`src/hw/rtl/dlf_fifo.sv`:
```
// dlf_fifo: small register queue used between the front, back and result port
// depends on nothing
`default_nettype none

module dlf_fifo #(
   parameter int WIDTH = 8,
   parameter int DEPTH = 2
) (
   input  wire logic             clock,
   input  wire logic             reset,
   input  wire logic             push,
   input  wire logic [WIDTH-1:0] wr_data,
   output logic                  full,
   input  wire logic             pop,
   output logic      [WIDTH-1:0] rd_data,
   output logic                  empty
);

   localparam int PtrW = (DEPTH > 1) ? $clog2(DEPTH) : 1;
   localparam int CntW = $clog2(DEPTH + 1);

   logic [WIDTH-1:0] mem_ff [DEPTH];
   logic [PtrW-1:0]  wr_ptr_ff, wr_ptr_in;
   logic [PtrW-1:0]  rd_ptr_ff, rd_ptr_in;
   logic [CntW-1:0]  count_ff, count_in;
   logic             do_push, do_pop;

   assign full    = (count_ff == CntW'(DEPTH));
   assign empty   = (count_ff == '0);
   assign do_push = push && !full;
   assign do_pop  = pop && !empty;
   assign rd_data = mem_ff[rd_ptr_ff];

   always_comb begin
      wr_ptr_in = wr_ptr_ff;
      rd_ptr_in = rd_ptr_ff;
      if (do_push) begin
         wr_ptr_in = (wr_ptr_ff == PtrW'(DEPTH - 1)) ? '0 : wr_ptr_ff + 1'b1;
      end
      if (do_pop) begin
         rd_ptr_in = (rd_ptr_ff == PtrW'(DEPTH - 1)) ? '0 : rd_ptr_ff + 1'b1;
      end
      count_in = count_ff + CntW'(do_push) - CntW'(do_pop);
   end

   always_ff @(posedge clock) begin
      if (reset) begin
         wr_ptr_ff <= '0;
         rd_ptr_ff <= '0;
         count_ff  <= '0;
      end else begin
         wr_ptr_ff <= wr_ptr_in;
         rd_ptr_ff <= rd_ptr_in;
         count_ff  <= count_in;
      end
   end

   always_ff @(posedge clock) begin
      if (do_push) begin
         mem_ff[wr_ptr_ff] <= wr_data;
      end
   end

endmodule

`default_nettype wire

```
`config.mk`:
```
export PLATFORM = sky130hd
export DESIGN_NAME = dlf_fifo
export DESIGN_NICKNAME = d
export VERILOG_FILES = /design/src/hw/rtl/dlf_fifo.sv
export SDC_FILE = /design/constraint.sdc
export NUM_CORES = 1
export LEC_CHECK = 0
export CAP_MARGIN = 20
export CORE_UTILIZATION = 30
export CTS_BUF_LIST = sky130_fd_sc_hd__clkbuf_8
export CTS_CLUSTER_SIZE = 10
export DETAILED_ROUTE_END_ITERATION = 6
export DONT_BUFFER_PORTS = 1
export PLACE_DENSITY = 0.48
export SETUP_SLACK_MARGIN = 0.2
export SYNTH_ARGS = -nofsm -noshare
export SYNTH_HDL_FRONTEND = slang
export SYNTH_SLANG_ARGS = --single-unit
export TNS_END_PERCENT = 50
```
`constraint.sdc`:
```
create_clock -name clock -period 4.74 [get_ports clock]
set_clock_uncertainty 0.05 [all_clocks]
set_input_delay 0 -clock clock [delete_from_list [all_inputs] [get_ports clock]]
set_output_delay 0 -clock clock [all_outputs]
set_load 0.005 [all_outputs]
```
**After elaboration in Yosys (flattened, before gate mapping)**

Memory sizes are Yosys's and may differ from the RTL's. A register that Yosys moved wholly into a read port is not among the register bits.
Cells that the tools add are included.

- Logic and storage cells: 20
- Flip-flop bits (word level): 4
- Bits in read-only memories: 0
- Bits in writable memories: 16
- Input bits: 12
- Memories kept: 1
- Latch bits: 0

Memory list:

| name | depth | bits a word | rd ports | clocked after Yosys merged registers in | wr ports | RTL line | RTL |
|---|---|---|---|---|---|---|---|
| mem_ff | 2 | 8 | 1 | 1 | 1 | 22 | `logic [WIDTH-1:0] mem_ff [DEPTH];` |

- Div/mod/pow operators: 0
- Shift-type cells: 0
- Bitwise gates (word level): 0
- Multipliers: 0
- Muxes and demuxes: 6
- Eq/ne operators: 1
- Add/subtract/negate cells: 4
- Reduce and logical (&&, ||, !) cells: 5
- $lt $le $gt $ge: 0

Operators with widths:

| kind | count |
|---|---|
| $mux W1 | 6 |
| $add A1 B1 Y1 const B | 2 |
| $add A2 B1 Y2 | 1 |
| $eq A2 B2 Y1 const B | 1 |
| $logic_and A1 B1 Y1 | 2 |
| $logic_not A1 Y1 | 2 |
| $logic_not A2 Y1 | 1 |
| $sub A2 B1 Y2 | 1 |

**Depth between registers and ports, before layout**

- Depth in word-level cells: 5
- Mapped depth: 8
- Mapped depth without buffers: 8

**Worst setup path before layout**

Ideal clock, no wire load.

- Path type: register to register
- Start: register count_ff[1]
- End: register count_ff[1]
- Stages on the path, launching flop included: 8
- Data arrival time: 1.400 ns
- Path slack: 3.212 ns
- Clock period less this slack: 1.528 ns
- Path buffers: 0
- Required time: 4.612 ns
- Setup time: 0.078 ns
- Cell sequence: dfxtp_1 > o21a_2 > ha_1 > inv_1 > ha_1 > xor2_1 > and2_1 > nor3_1

- Elaborated cells between the ends (all ways): 8

RTL lines:

| item | RTL line | RTL |
|---|---|---|
| start: declaration | 25 | `logic [CntW-1:0] count_ff, count_in;` |
| start signal: assignment | 54 | `count_ff <= count_in;` |
| $logic_not A2 Y1 | 29 | `assign empty = (count_ff == '0);` |
| $logic_not A1 Y1 | 31 | `assign do_pop = pop && !empty;` |
| $logic_and A1 B1 Y1 | 31 |  |
| named net do_pop | 26 | `logic do_push, do_pop;` |
| $sub A2 B1 Y2 | 43 | `count_in = count_ff + CntW'(do_push) - CntW'(do_pop);` |

The timed path passes the listed nets, and every way through them passes these cells.
A chain may end at the register's enable or synchronous reset.

**Worst setup path in the final report**

Ends and elaborated chain as after synthesis.

==> Implementation_results.wiki <==
{| class="wikitable"
! Metric !! Value
|-
| Result of the run || finished, final reports clean
|-
| Number of instances in the synthesized netlist || 52
|-
| H-tree depth || 1
|-
| Flip-flop and latch count after synthesis || 21
|-
| Clock buffer count from CTS || 3
|-
| Width of the die || 54.0 um
|-
| Kind of start point of the critical path || flip-flop
|-
| Critical Path, Cell by Cell || o21a_2 -> ha_1 -> inv_1 -> ha_1 -> xor2_1 -> and2_1 -> nor3_1
|-
| Final global-route overflow total || 0
|-
| Maximum vdd drop || 229 uV
|-
| Post-Synthesis Mean Instance Area || 15.6 um^2
|-
| Overall routed net length || 1.21 mm
|-
| Slew @ Worst Pin || 0.387 ns
|-
| Number of sinks on the clock net || 21
|-
| Row count || 18
|-
| Max-slew headroom || 74.2%
|-
| Leakage power total || 0.373 nW
|-
| Number of nets in the finished design || 80
|-
| ANT nets after route || 0
|-
| Number of max-cap violations || 0
|-
| Via density || 4.45
|-
| CTS tree || yes
|-
| Worst-Skew Late Latency || 0.25 ns
|-
| Overall Power || 0.000484 W
|-
| Placed wire-length estimate after detailed placement || 806 um
|-
| Number of I/O port buffers || 0
|-
| Post-DR wirelength/cell || 12.7 um
|-
| Netlist area before placement || 811 um^2
|-
| Antenna violations before repair || 0
|-
| Hold violation count in the final report || 0
|-
| Post-detailed-placement cell area || 843 um^2
|-
| Top cell type's share of synthesized area || 59.3%
|-
| Pre-CTS setup slack || 3.11 ns
|-
| WP buf/inv || 1
|-
| CORE AREA || 2520 um^2
|-
| Starting density of the core || 32.1%
|-
| Post-route DRC || 0
|-
| Number of synthesis warnings || 0
|-
| Number of antenna cells inserted || 0
|-
| Drt first-iter violations || 2
|-
| Overall via count from detail_route || 423
|-
| Synthesized netlist net count || 66
|-
| Maximum number of pins on one net before global-route repair || 12
|-
| PnR worst setup slack || 3.14 ns
|-
| Library cell used as clock root buffer || clkbuf_8
|-
| Kind of cell with the highest combined delay on the critical path || adder cells
|-
| Finish-stage setup viols || 0
|-
| Most frequent cell on the critical path || ha_1
|-
| Largest fanout on the critical path || 5
|-
| Wire length of the first global-routing pass || 1.95 mm
|-
| Slew Viols, Final || 0
|-
| Biggest area contributors in the synthesized netlist || edfxtp_1 (59%), dfxtp_1 (12%), mux2_1 (6.9%)
|-
| Synth area leader || edfxtp_1
|-
| Crit path capture type || flip-flop
|-
| Sequential share of the synthesized area || 71.6%
|-
| Number of global-route vias before repair || 451
|-
| Area growth from synthesis to layout || 21.9%
|-
| Register clock-pin slew on the reported worst setup and hold paths || 0.07 ns
|-
| Final critical-path share of the clock period || 33.8%
|-
| CP max stage cell || dfxtp_1
|-
| Critical path type || reg -> reg
|-
| Boundary Pins || 22
|-
| Pre-antenna DRT Iters || 2
|-
| Total negative slack for setup checks || 0 ns
|-
| Count of cell types in the netlist || 21
|-
| Hold/Removal Path Class || in -> reg
|-
| Delay contributed by the slowest stage of the critical path || 0.35 ns
|-
| Number of buffers on the longest clock path || 2
|-
| Power density normalized to cell area || 489 nW/um^2
|-
| Total non-filler cell area in the finished layout || 988 um^2
|-
| Highest Clock Rate || 624 MHz
|-
| Required time reported for the critical path endpoint || 4.87 ns
|-
| Share of layout cells above drive strength 1 || 15.4%
|-
| Post-route minimum period || 1.60 ns
|-
| Data arrival time of the critical path || 1.73 ns
|-
| RSZ-0062 raised after global routing || no
|-
| Vertical die dimension || 54.0 um
|-
| Total Routing Usage GR || 10.2%
|-
| Final estimated routing congestion in global placement || 0.622
|-
| Overall die area || 2910 um^2
|}
==> sequential cells by signal, indices dropped and copies added (netlist names), named ones only <==
register and cells:
mem_ff 16, count_ff 2, wr_ptr_ff 1, rd_ptr_ff 1
==> what timing repair did <==
action / in CTS / in global routing
hold buffers: 10 / 0
setup buffers: 0 / 0
gates resized for setup: 0 / 0
hold endpoints to repair: 21 / 0
==> layout make-up <==
| cell class | instances | area [um^2] |
|---|---|---|
| fillers | 251 | 1530 |
| flip-flops and latches | 21 | 581 |
| multi-input cells | 26 | 210 |
| repair buffers | 10 | 100 |
| clock buffers | 3 | 41.3 |
| well taps | 30 | 37.5 |
| inverters | 4 | 15.0 |
| clock inverters | 1 | 3.75 |
==> cells in the mapped netlist (all sizes together) <==
cell type,n
dfxtp,5
and2,1
nand2,1
o21ai,1
edfxtp,16
xor2,1
nor2,4
nand2b,1
ha,2
o21a,1
or3,1
and3,1
xnor2,1
mux2,8
a21oi,1
buf,1
inv,4
nor3,1
nor2b,1
==> layout by cell type, fill, tap and decap left out <==
| master | synthesis | final |
|---|---|---|
| o21a_2 | 1 | 1 |
| nand2_1 | 1 | 1 |
| nand2b_2 | 1 | 1 |
| inv_2 | 1 | 1 |
| ha_1 | 2 | 2 |
| nor3_1 | 1 | 1 |
| xor2_1 | 1 | 1 |
| dlygate4sd3_1 | 0 | 10 |
| and3_2 | 1 | 1 |
| nor2_1 | 4 | 4 |
| xnor2_1 | 1 | 1 |
| o21ai_0 | 1 | 1 |
| nor2b_1 | 1 | 1 |
| edfxtp_1 | 16 | 16 |
| or3_1 | 1 | 1 |
| inv_1 | 3 | 4 |
| clkbuf_8 | 0 | 3 |
| mux2_1 | 5 | 5 |
| and2_1 | 1 | 1 |
| dfxtp_1 | 5 | 5 |
| a21oi_1 | 1 | 1 |
| mux2_2 | 3 | 3 |
==> routing by layer <==
metal  vias to the layer above  GRT usage, %  wire (um)
met5                         -             0          0
met4                         0          6.41         12
met3                         2          3.67         79
met2                        13          15.6        570
met1                       200          12.0        546
li1                        208             -          -
==> per-stage QoR <==
stage / util [%] / hold WS [ns] / std cells
finish: 39.2 / 0.00779 / 95
global route: 39.2 / 0.0263 / 95
CTS: 39.2 / 0.00437 / 95
detailed placement: 33.4 / 0.0247 / 81
global placement: 33.4 / 0.0233 / 81
floorplan: - / 0.0191 / 52
==> report_power, final <==
part | total, W | internal [W] | switching [W] | leakage (nW)
Sequential | 0.000263 | 0.000238 | 0.0000246 | 0.191
Clock | 0.000110 | 0.0000575 | 0.0000528 | 0.0269
Combinational | 0.000111 | 0.0000558 | 0.0000550 | 0.155
==> worst register-to-register path, stage by stage, from the launching register on <==
cell     delay (ns)
dfxtp_1        0.35
o21a_2         0.24
ha_1           0.27
inv_1          0.04
ha_1           0.18
xor2_1         0.15
and2_1         0.15
nor3_1         0.12
==> path summary, 6_finish.rpt <==
check	startpoint	end	slack, ns	cells past startpoint
max reg2reg	count_ff[1]	count_ff[1]	3.14	7
min reg2reg	wr_ptr_ff	wr_ptr_ff	0.44	2
min	pop	flip-flop	0.008	3
max	count_ff[1]	count_ff[1]	3.14	7
==> cells by family (layout without fill, tap and decap cells) <==
family          Yosys count  in the layout  share of synthesized area [%]
simple gates             11             11                           7.25
buf+inv                   5             18                           2.47
compound gates            3              3                           2.31
mux                       8              8                           11.1
fa+ha+maj                 2              2                           3.09
xor+xnor                  2              2                           2.16
flops                    21             21                           71.6
(Power assumes the default switching activity.)
