==> src/hw/rtl/dlf_pkg.sv <==
// dlf_pkg: shared types and constants for the dense layer forward block
// item, result and command structs, kind codes, queue depths, datapath widths
// no dependencies
`default_nettype none

package dlf_pkg;

   localparam int INDEX_W   = 6;
   localparam int COUNT_W   = 7;
   localparam int IDX_LIMIT = 64;
   localparam int VALUE_W   = 16;
   localparam int PROD_W    = 32;
   localparam int ACC_W     = 38;
   localparam int SH_W      = ACC_W - 8;
   localparam int SUM_W     = SH_W + 1;
   localparam int CMD_DEPTH = 2;
   localparam int RES_DEPTH = 4;

   localparam logic [1:0] KIND_WEIGHT  = 2'd0;
   localparam logic [1:0] KIND_BIAS    = 2'd1;
   localparam logic [1:0] KIND_FEATURE = 2'd2;

   typedef struct packed {
      logic [1:0]                kind;
      logic [INDEX_W-1:0]        in_index;
      logic [INDEX_W-1:0]        out_index;
      logic signed [VALUE_W-1:0] value;
      logic                      vector_end;
   } req_item_type;

   typedef struct packed {
      logic [INDEX_W-1:0]        neuron;
      logic signed [VALUE_W-1:0] activation;
      logic                      clipped;
      logic                      last;
   } rsp_item_type;

   typedef struct packed {
      logic [1:0]                op;
      logic                      wr_en;
      logic                      start;
      logic [INDEX_W-1:0]        in_index;
      logic [INDEX_W-1:0]        out_index;
      logic signed [VALUE_W-1:0] value;
   } cmd_type;

   typedef struct packed {
      logic               valid;
      logic               first;
      logic               last_term;
      logic               last_neuron;
      logic [INDEX_W-1:0] neuron;
   } tag_type;

endpackage

`default_nettype wire

==> src/hw/rtl/dlf_fifo.sv <==
// dlf_fifo: small register queue used between the front, back and result port
// depends on nothing
`default_nettype none

module dlf_fifo #(
   parameter int WIDTH = 8,
   parameter int DEPTH = 2
) (
   input  wire logic             clock,
   input  wire logic             reset,
   input  wire logic             push,
   input  wire logic [WIDTH-1:0] wr_data,
   output logic                  full,
   input  wire logic             pop,
   output logic      [WIDTH-1:0] rd_data,
   output logic                  empty
);

   localparam int PtrW = (DEPTH > 1) ? $clog2(DEPTH) : 1;
   localparam int CntW = $clog2(DEPTH + 1);

   logic [WIDTH-1:0] mem_ff [DEPTH];
   logic [PtrW-1:0]  wr_ptr_ff, wr_ptr_in;
   logic [PtrW-1:0]  rd_ptr_ff, rd_ptr_in;
   logic [CntW-1:0]  count_ff, count_in;
   logic             do_push, do_pop;

   assign full    = (count_ff == CntW'(DEPTH));
   assign empty   = (count_ff == '0);
   assign do_push = push && !full;
   assign do_pop  = pop && !empty;
   assign rd_data = mem_ff[rd_ptr_ff];

   always_comb begin
      wr_ptr_in = wr_ptr_ff;
      rd_ptr_in = rd_ptr_ff;
      if (do_push) begin
         wr_ptr_in = (wr_ptr_ff == PtrW'(DEPTH - 1)) ? '0 : wr_ptr_ff + 1'b1;
      end
      if (do_pop) begin
         rd_ptr_in = (rd_ptr_ff == PtrW'(DEPTH - 1)) ? '0 : rd_ptr_ff + 1'b1;
      end
      count_in = count_ff + CntW'(do_push) - CntW'(do_pop);
   end

   always_ff @(posedge clock) begin
      if (reset) begin
         wr_ptr_ff <= '0;
         rd_ptr_ff <= '0;
         count_ff  <= '0;
      end else begin
         wr_ptr_ff <= wr_ptr_in;
         rd_ptr_ff <= rd_ptr_in;
         count_ff  <= count_in;
      end
   end

   always_ff @(posedge clock) begin
      if (do_push) begin
         mem_ff[wr_ptr_ff] <= wr_data;
      end
   end

endmodule

`default_nettype wire

==> src/hw/rtl/dlf_front.sv <==
// dlf_front: accepts input items, drops those with no effect, queues commands
// depends on dlf_pkg and dlf_fifo
`default_nettype none

module dlf_front #(
   parameter int MAX_INPUTS  = 64,
   parameter int MAX_OUTPUTS = 64
) (
   input  wire logic                                clock,
   input  wire logic                                reset,
   input  wire logic                                req_push,
   input  wire dlf_pkg::req_item_type               req_data,
   output logic                                     req_full,
   output logic                                     cmd_valid,
   output logic [$bits(dlf_pkg::cmd_type)-1:0]      cmd_bits,
   input  wire logic                                cmd_pop
);

   localparam int InLimit  = (MAX_INPUTS < dlf_pkg::IDX_LIMIT) ? MAX_INPUTS
                                                              : dlf_pkg::IDX_LIMIT;
   localparam int OutLimit = (MAX_OUTPUTS < dlf_pkg::IDX_LIMIT) ? MAX_OUTPUTS
                                                               : dlf_pkg::IDX_LIMIT;

   dlf_pkg::cmd_type cmd;
   logic             in_ok, out_ok, useful, cmd_empty;

   assign in_ok  = {1'b0, req_data.in_index} < dlf_pkg::COUNT_W'(InLimit);
   assign out_ok = {1'b0, req_data.out_index} < dlf_pkg::COUNT_W'(OutLimit);

   always_comb begin
      cmd.op        = req_data.kind;
      cmd.in_index  = req_data.in_index;
      cmd.out_index = req_data.out_index;
      cmd.value     = req_data.value;
      unique case (req_data.kind)
         dlf_pkg::KIND_WEIGHT: begin
            cmd.wr_en = in_ok && out_ok;
            cmd.start = 1'b0;
         end
         dlf_pkg::KIND_BIAS: begin
            cmd.wr_en = out_ok;
            cmd.start = 1'b0;
         end
         dlf_pkg::KIND_FEATURE: begin
            cmd.wr_en = in_ok;
            cmd.start = req_data.vector_end;
         end
         default: begin
            cmd.wr_en = 1'b0;
            cmd.start = 1'b0;
         end
      endcase
      useful = cmd.wr_en || cmd.start;
   end

   dlf_fifo #(
      .WIDTH ($bits(dlf_pkg::cmd_type)),
      .DEPTH (dlf_pkg::CMD_DEPTH)
   ) u_cmd_fifo (
      .clock   (clock),
      .reset   (reset),
      .push    (req_push && useful),
      .wr_data (cmd),
      .full    (req_full),
      .pop     (cmd_pop),
      .rd_data (cmd_bits),
      .empty   (cmd_empty)
   );

   assign cmd_valid = !cmd_empty;

endmodule

`default_nettype wire

==> config.mk <==
export PLATFORM = sky130hd
export DESIGN_NAME = dlf_front
export DESIGN_NICKNAME = d
export VERILOG_FILES = /design/src/hw/rtl/dlf_pkg.sv /design/src/hw/rtl/dlf_fifo.sv /design/src/hw/rtl/dlf_front.sv
export SDC_FILE = /design/constraint.sdc
export NUM_CORES = 1
export LEC_CHECK = 0
export CAP_MARGIN = 5
export CORE_ASPECT_RATIO = 1.4
export CORE_MARGIN = 4
export CORE_UTILIZATION = 40
export DETAILED_ROUTE_END_ITERATION = 7
export DONT_BUFFER_PORTS = 1
export PLACE_DENSITY = 0.5
export SETUP_SLACK_MARGIN = 0.3
export SYNTH_ARGS = -nofsm -noshare
export SYNTH_HDL_FRONTEND = slang
export SYNTH_SLANG_ARGS = --single-unit
==> constraint.sdc <==
create_clock -name clock -period 3.5 [get_ports clock]
set_input_delay 0.175 -clock clock [delete_from_list [all_inputs] [get_ports clock]]
set_output_delay 0.175 -clock clock [all_outputs]
set_load 0.01 [all_outputs]
* After elaboration in Yosys (flattened, before gate mapping)
Memories as Yosys holds them, arrays and structs flattened. A register that Yosys moved wholly into a read port is not among the register bits. Index checks and enable logic that the tools add are counted.
Operators by class: add/subtract/negate cells 4, equality and inequality tests 3, multiplexer cells 7, reduce and logical (&&, ||, !) cells 9
Operator list (count):
- two-way mux 1 bit | 6
- equality test 2 bit (second input constant) | 2
- logical NOT 2 bit | 2
- case mux 2 bit (2 select lines) | 1
- logical AND 1 bit | 3
- adder 1 bit (second input constant) | 2
- adder 2 x 1 -> 2 bit | 1
- equality test 2 x 1 -> 1 bit (second input constant) | 1
- logical NOT 1 bit | 2
- OR reduction 2 bit | 1
- subtractor 2 x 1 -> 2 bit | 1
- logical OR 1 bit | 1
Word-level totals: register bits after elaboration 4, RAM bits 64, bits of input ports 35, output and inout port bits 34, word-level logic and storage cells 27, memories 1
Memories:
- u_cmd_fifo.mem_ff | depth 2, width 32, rd ports 1, clocked after memory_dff 1, wr ports 1, line dlf_fifo.sv:22 | logic [WIDTH-1:0] mem_ff [DEPTH];

* Longest topological paths before layout
word-level depth 8, depth in mapped cells 5, depth with buffers taken out 5

* Hierarchy
From an unflattened synthesis, not the netlist that was laid out.
Unflattened totals: cells, all modules 131, area total of the unflattened synthesis 2566.2 um^2
Modules (own cells, without submodules):
- dlf_fifo | instances 1, cells an instance 127, area each 2542.4 um^2, sequential area each 2021.9 um^2
- dlf_front | instances 1, cells an instance 4, area each 23.8 um^2, sequential area each 0.0 um^2

* Worst setup path before layout
No wires, ideal clock.
path type reg-to-reg, start register u_cmd_fifo.count_ff[0], end memory u_cmd_fifo.mem_ff[0][0] in the netlist's numbering (enable), setup time 0.421 ns, data arrival time 1.951 ns, required time 3.079 ns, setup slack 1.128 ns, cell stages (with the launch flop) 4, path buffers 0, clock period less this slack 2.372 ns, path through dfxtp_1 -> nand2b_4 -> nand3_4 -> nor2_1
Between the ends: cells in the longest elaborated chain, start to end 5
Ends and longest elaborated chain:
- start, declared | line dlf_fifo.sv:25 | logic [CntW-1:0] count_ff, count_in;
- start signal, assigned | line dlf_fifo.sv:54 | count_ff <= count_in;
- equality test 2 bit | line dlf_fifo.sv:28 | assign full = (count_ff == CntW'(DEPTH));
- logical NOT 1 bit | line dlf_fifo.sv:30 | assign do_push = push && !full;
- logical AND 1 bit | line dlf_fifo.sv:30
- two-way mux 1 bit | line dlf_fifo.sv:59 | if (do_push) begin
- two-way mux 1 bit (implied by the code) | line dlf_fifo.sv:60 | mem_ff[wr_ptr_ff] <= wr_data;
- end, declared | line dlf_fifo.sv:22
Every way passes these cells.

==> out/metrics.yaml <==
outcome: "finished clean"
seq_power_share_pct: 52.3
period_share_pct: 55.60
ys_seq_area_share_pct: 77.43
worstMarginPinSlew_ns: 0.9558
fp.dieW_um: 76.29
synth_fp_nets: 167
busiest_layer: "met2"
slew_violations: 0
vias: 1249
clkTransAtPathRegs_ns: 0.06
drtPass1Iterations: 4
hpwl_um: 2789
grt_overflow: 0
globalRouteMet1Util_pct: 10.72
worstSetupEndpointType: "output port"
fp-row-count: 34
yosysWarningCount: 0
worst-setup-path-type: "reg2out"
cts.sinks: 69
die_y_um: 103.6
power.share.clock_pct: 27.3
drt_iter0_markers: 104
grt_util_all_layers_pct: 11.96
rsz0062_at_grt: "no"
cts_buffers: 9
switching_share_pct: 27.31
setup_tns_ns: 0
cp.required_ns: 3.32
skew_ns: 0.01181
critPathMaxStageDelay_ns: 0.62
cp_max_fo: 22
min_path_type: "in2reg"
critPathLaunchType: "register"
power.internal_w: 0.001476
grt_max_degree: 33
synth_cell_types: 23
ir_worst_vdd_mv: 0.3625
synthFlopType: "edfxtp_1"
crit_buf_inv: 1
area_delta_synth_final_pct: 21.32
diodes: 0
final_common_cell: "edfxtp_1"
ant_nets: 0
grt_first_pass_wirelength_um: 7148
cp_top_family: "flip-flops"
io-pin-count: 69
clock_latency_ns: 0.33
dpl_worst_slack_ns: 1.651
final_nets: 206
switchingPower_w: 0.0005545
slew_headroom_pct: 36.13
synth_edf_count: 64
syn-cell-area_mm2: 0.002611
cts_tree: "yes"
final_cell_mix: "edfxtp_1 (64), dlygate4sd3_1 (31), mux2_1 (30)"
fin_ws_ns: 1.554
path_cells: "buf_4 > mux2_2"
critPathArrivalTime_ns: 1.77
dp.cells: 200
syn_inst: 131
core_mm2: 0.006296
globalplace.congestion: 0.6726
report.final.hold_viol_count: 0
drive_gt1_share_pct: 14.29
timing.fmax_mhz: 513.9
numPortBuffers: 0
stdcell_count: 247
dieArea_mm2: 0.007903
drt_wl_total_um: 4390
vias_per_cell: 5.057
htreeDepth: 3
crit_slowest_cell: "dfxtp_1"
grt_antenna_before_repair: 0
p_per_area_mw_per_mm2: 640.9
cap_violations: 0
leakage_nw: 1.080
clockBufferDepth: 2
use_met2_pct: 20.94
drc: 0
comb_power_share_pct: 20.4
ys_async_sr_fraction_pct: 0
fin_crit_ns: 1.946
setup_viol: 0
wl_per_cell_um: 17.77
ys_ff_latch: 69
root_buffer: "clkbuf_8"
start_util_pct: 41.47
avgSynthCellArea_um2: 19.93
grt_pass1_vias: 1429
postCtsSetupBuffers: 0
met3_usage_pct: 7.205
per-stage QoR:
stage	total power (W)	cell area, um2	hold WS [ns]	util [%]
global placement	0.001460	2685	0.2471	42.65
CTS	0.002070	3168	0.01128	50.32
global route	0.002139	3168	0.01953	50.32
detailed placement	0.001473	2685	0.2521	42.65
finish	0.002030	3168	0.03828	50.32
floorplan	0.001409	2611	0.2445	-
worst register-to-register path, stage by stage, from the launching register on:
cell and delay (ns):
dfxtp_1 0.38, nand2b_4 0.19, nand3_4 0.13, nor2_4 0.75
power groups by stage:
stage / sequential (W) / combinational [W] / clock, W
after global placement: 0.00107 / 0.000386 / 0
after floorplan: 0.00106 / 0.000354 / 0
after detailed placement: 0.00108 / 0.000391 / 0
final: 0.00106 / 0.000415 / 0.000555
after CTS: 0.00106 / 0.000428 / 0.000579
after global routing: 0.00107 / 0.000452 / 0.000612
logic make-up after synthesis:
group                    count (synthesis)  synth area share [%]
AO/OA/AOI/OAI                            4                 1.102
XOR/XNOR                                 2                0.6709
adder cells (fa/ha/maj)                  1                0.4791
buffers and inverters                    7                 1.916
flip-flops                              69                 77.43
multiplexers                            33                 14.37
AND/OR/NAND/NOR                         15                 4.025
cells in the mapped netlist, drive strengths merged, types with 2 or more instances:
cell type / instances / area [um2]
dfxtp: 5 / 100.1
edfxtp: 64 / 1922
a31oi: 2 / 12.51
inv: 3 / 11.26
buf: 4 / 38.78
nor2: 7 / 26.28
mux2: 33 / 375.3
nand2: 2 / 15.01
area by class of cell:
cell class | count | area (um2)
clock buffer | 14 | 162.7
clock inverter | 2 | 10.01
fill | 539 | 3128
inverter | 3 | 11.26
multi-input combinational | 55 | 554.3
sequential | 69 | 2022
tap | 72 | 90.09
timing repair buffer | 32 | 317.8
state kept, by name, indices dropped and copies added (netlist names), named ones only:
name                  flops
u_cmd_fifo.count_ff       2
u_cmd_fifo.mem_ff        64
u_cmd_fifo.rd_ptr_ff      1
u_cmd_fifo.wr_ptr_ff      1
timing repair:
action | in CTS | in global routing
setup endpoints to repair | 0 | 0
endpoints found under the hold margin | 63 | 0
gates resized for setup | 0 | 0
hold buffers | 31 | 0
worst paths after layout:
kind | startpoint | slack [ns] | cells after the start | to
max | register | 1.55 | 2 | cmd_bits[18]
max reg2reg | u_cmd_fifo.count_ff[0] | 1.67 | 3 | u_cmd_fifo.mem_ff[1][5]
min reg2reg | u_cmd_fifo.rd_ptr_ff | 0.51 | 2 | u_cmd_fifo.rd_ptr_ff
min | req_data[29] | 0.04 | 1 | u_cmd_fifo.mem_ff[1][29]
routing by layer:
metal,wire [um],up-vias
met1,1470,613
met3,413,9
met4,86,0
li1,-,579
met2,2421,48
met5,0,-
(Power assumes the default switching activity.)
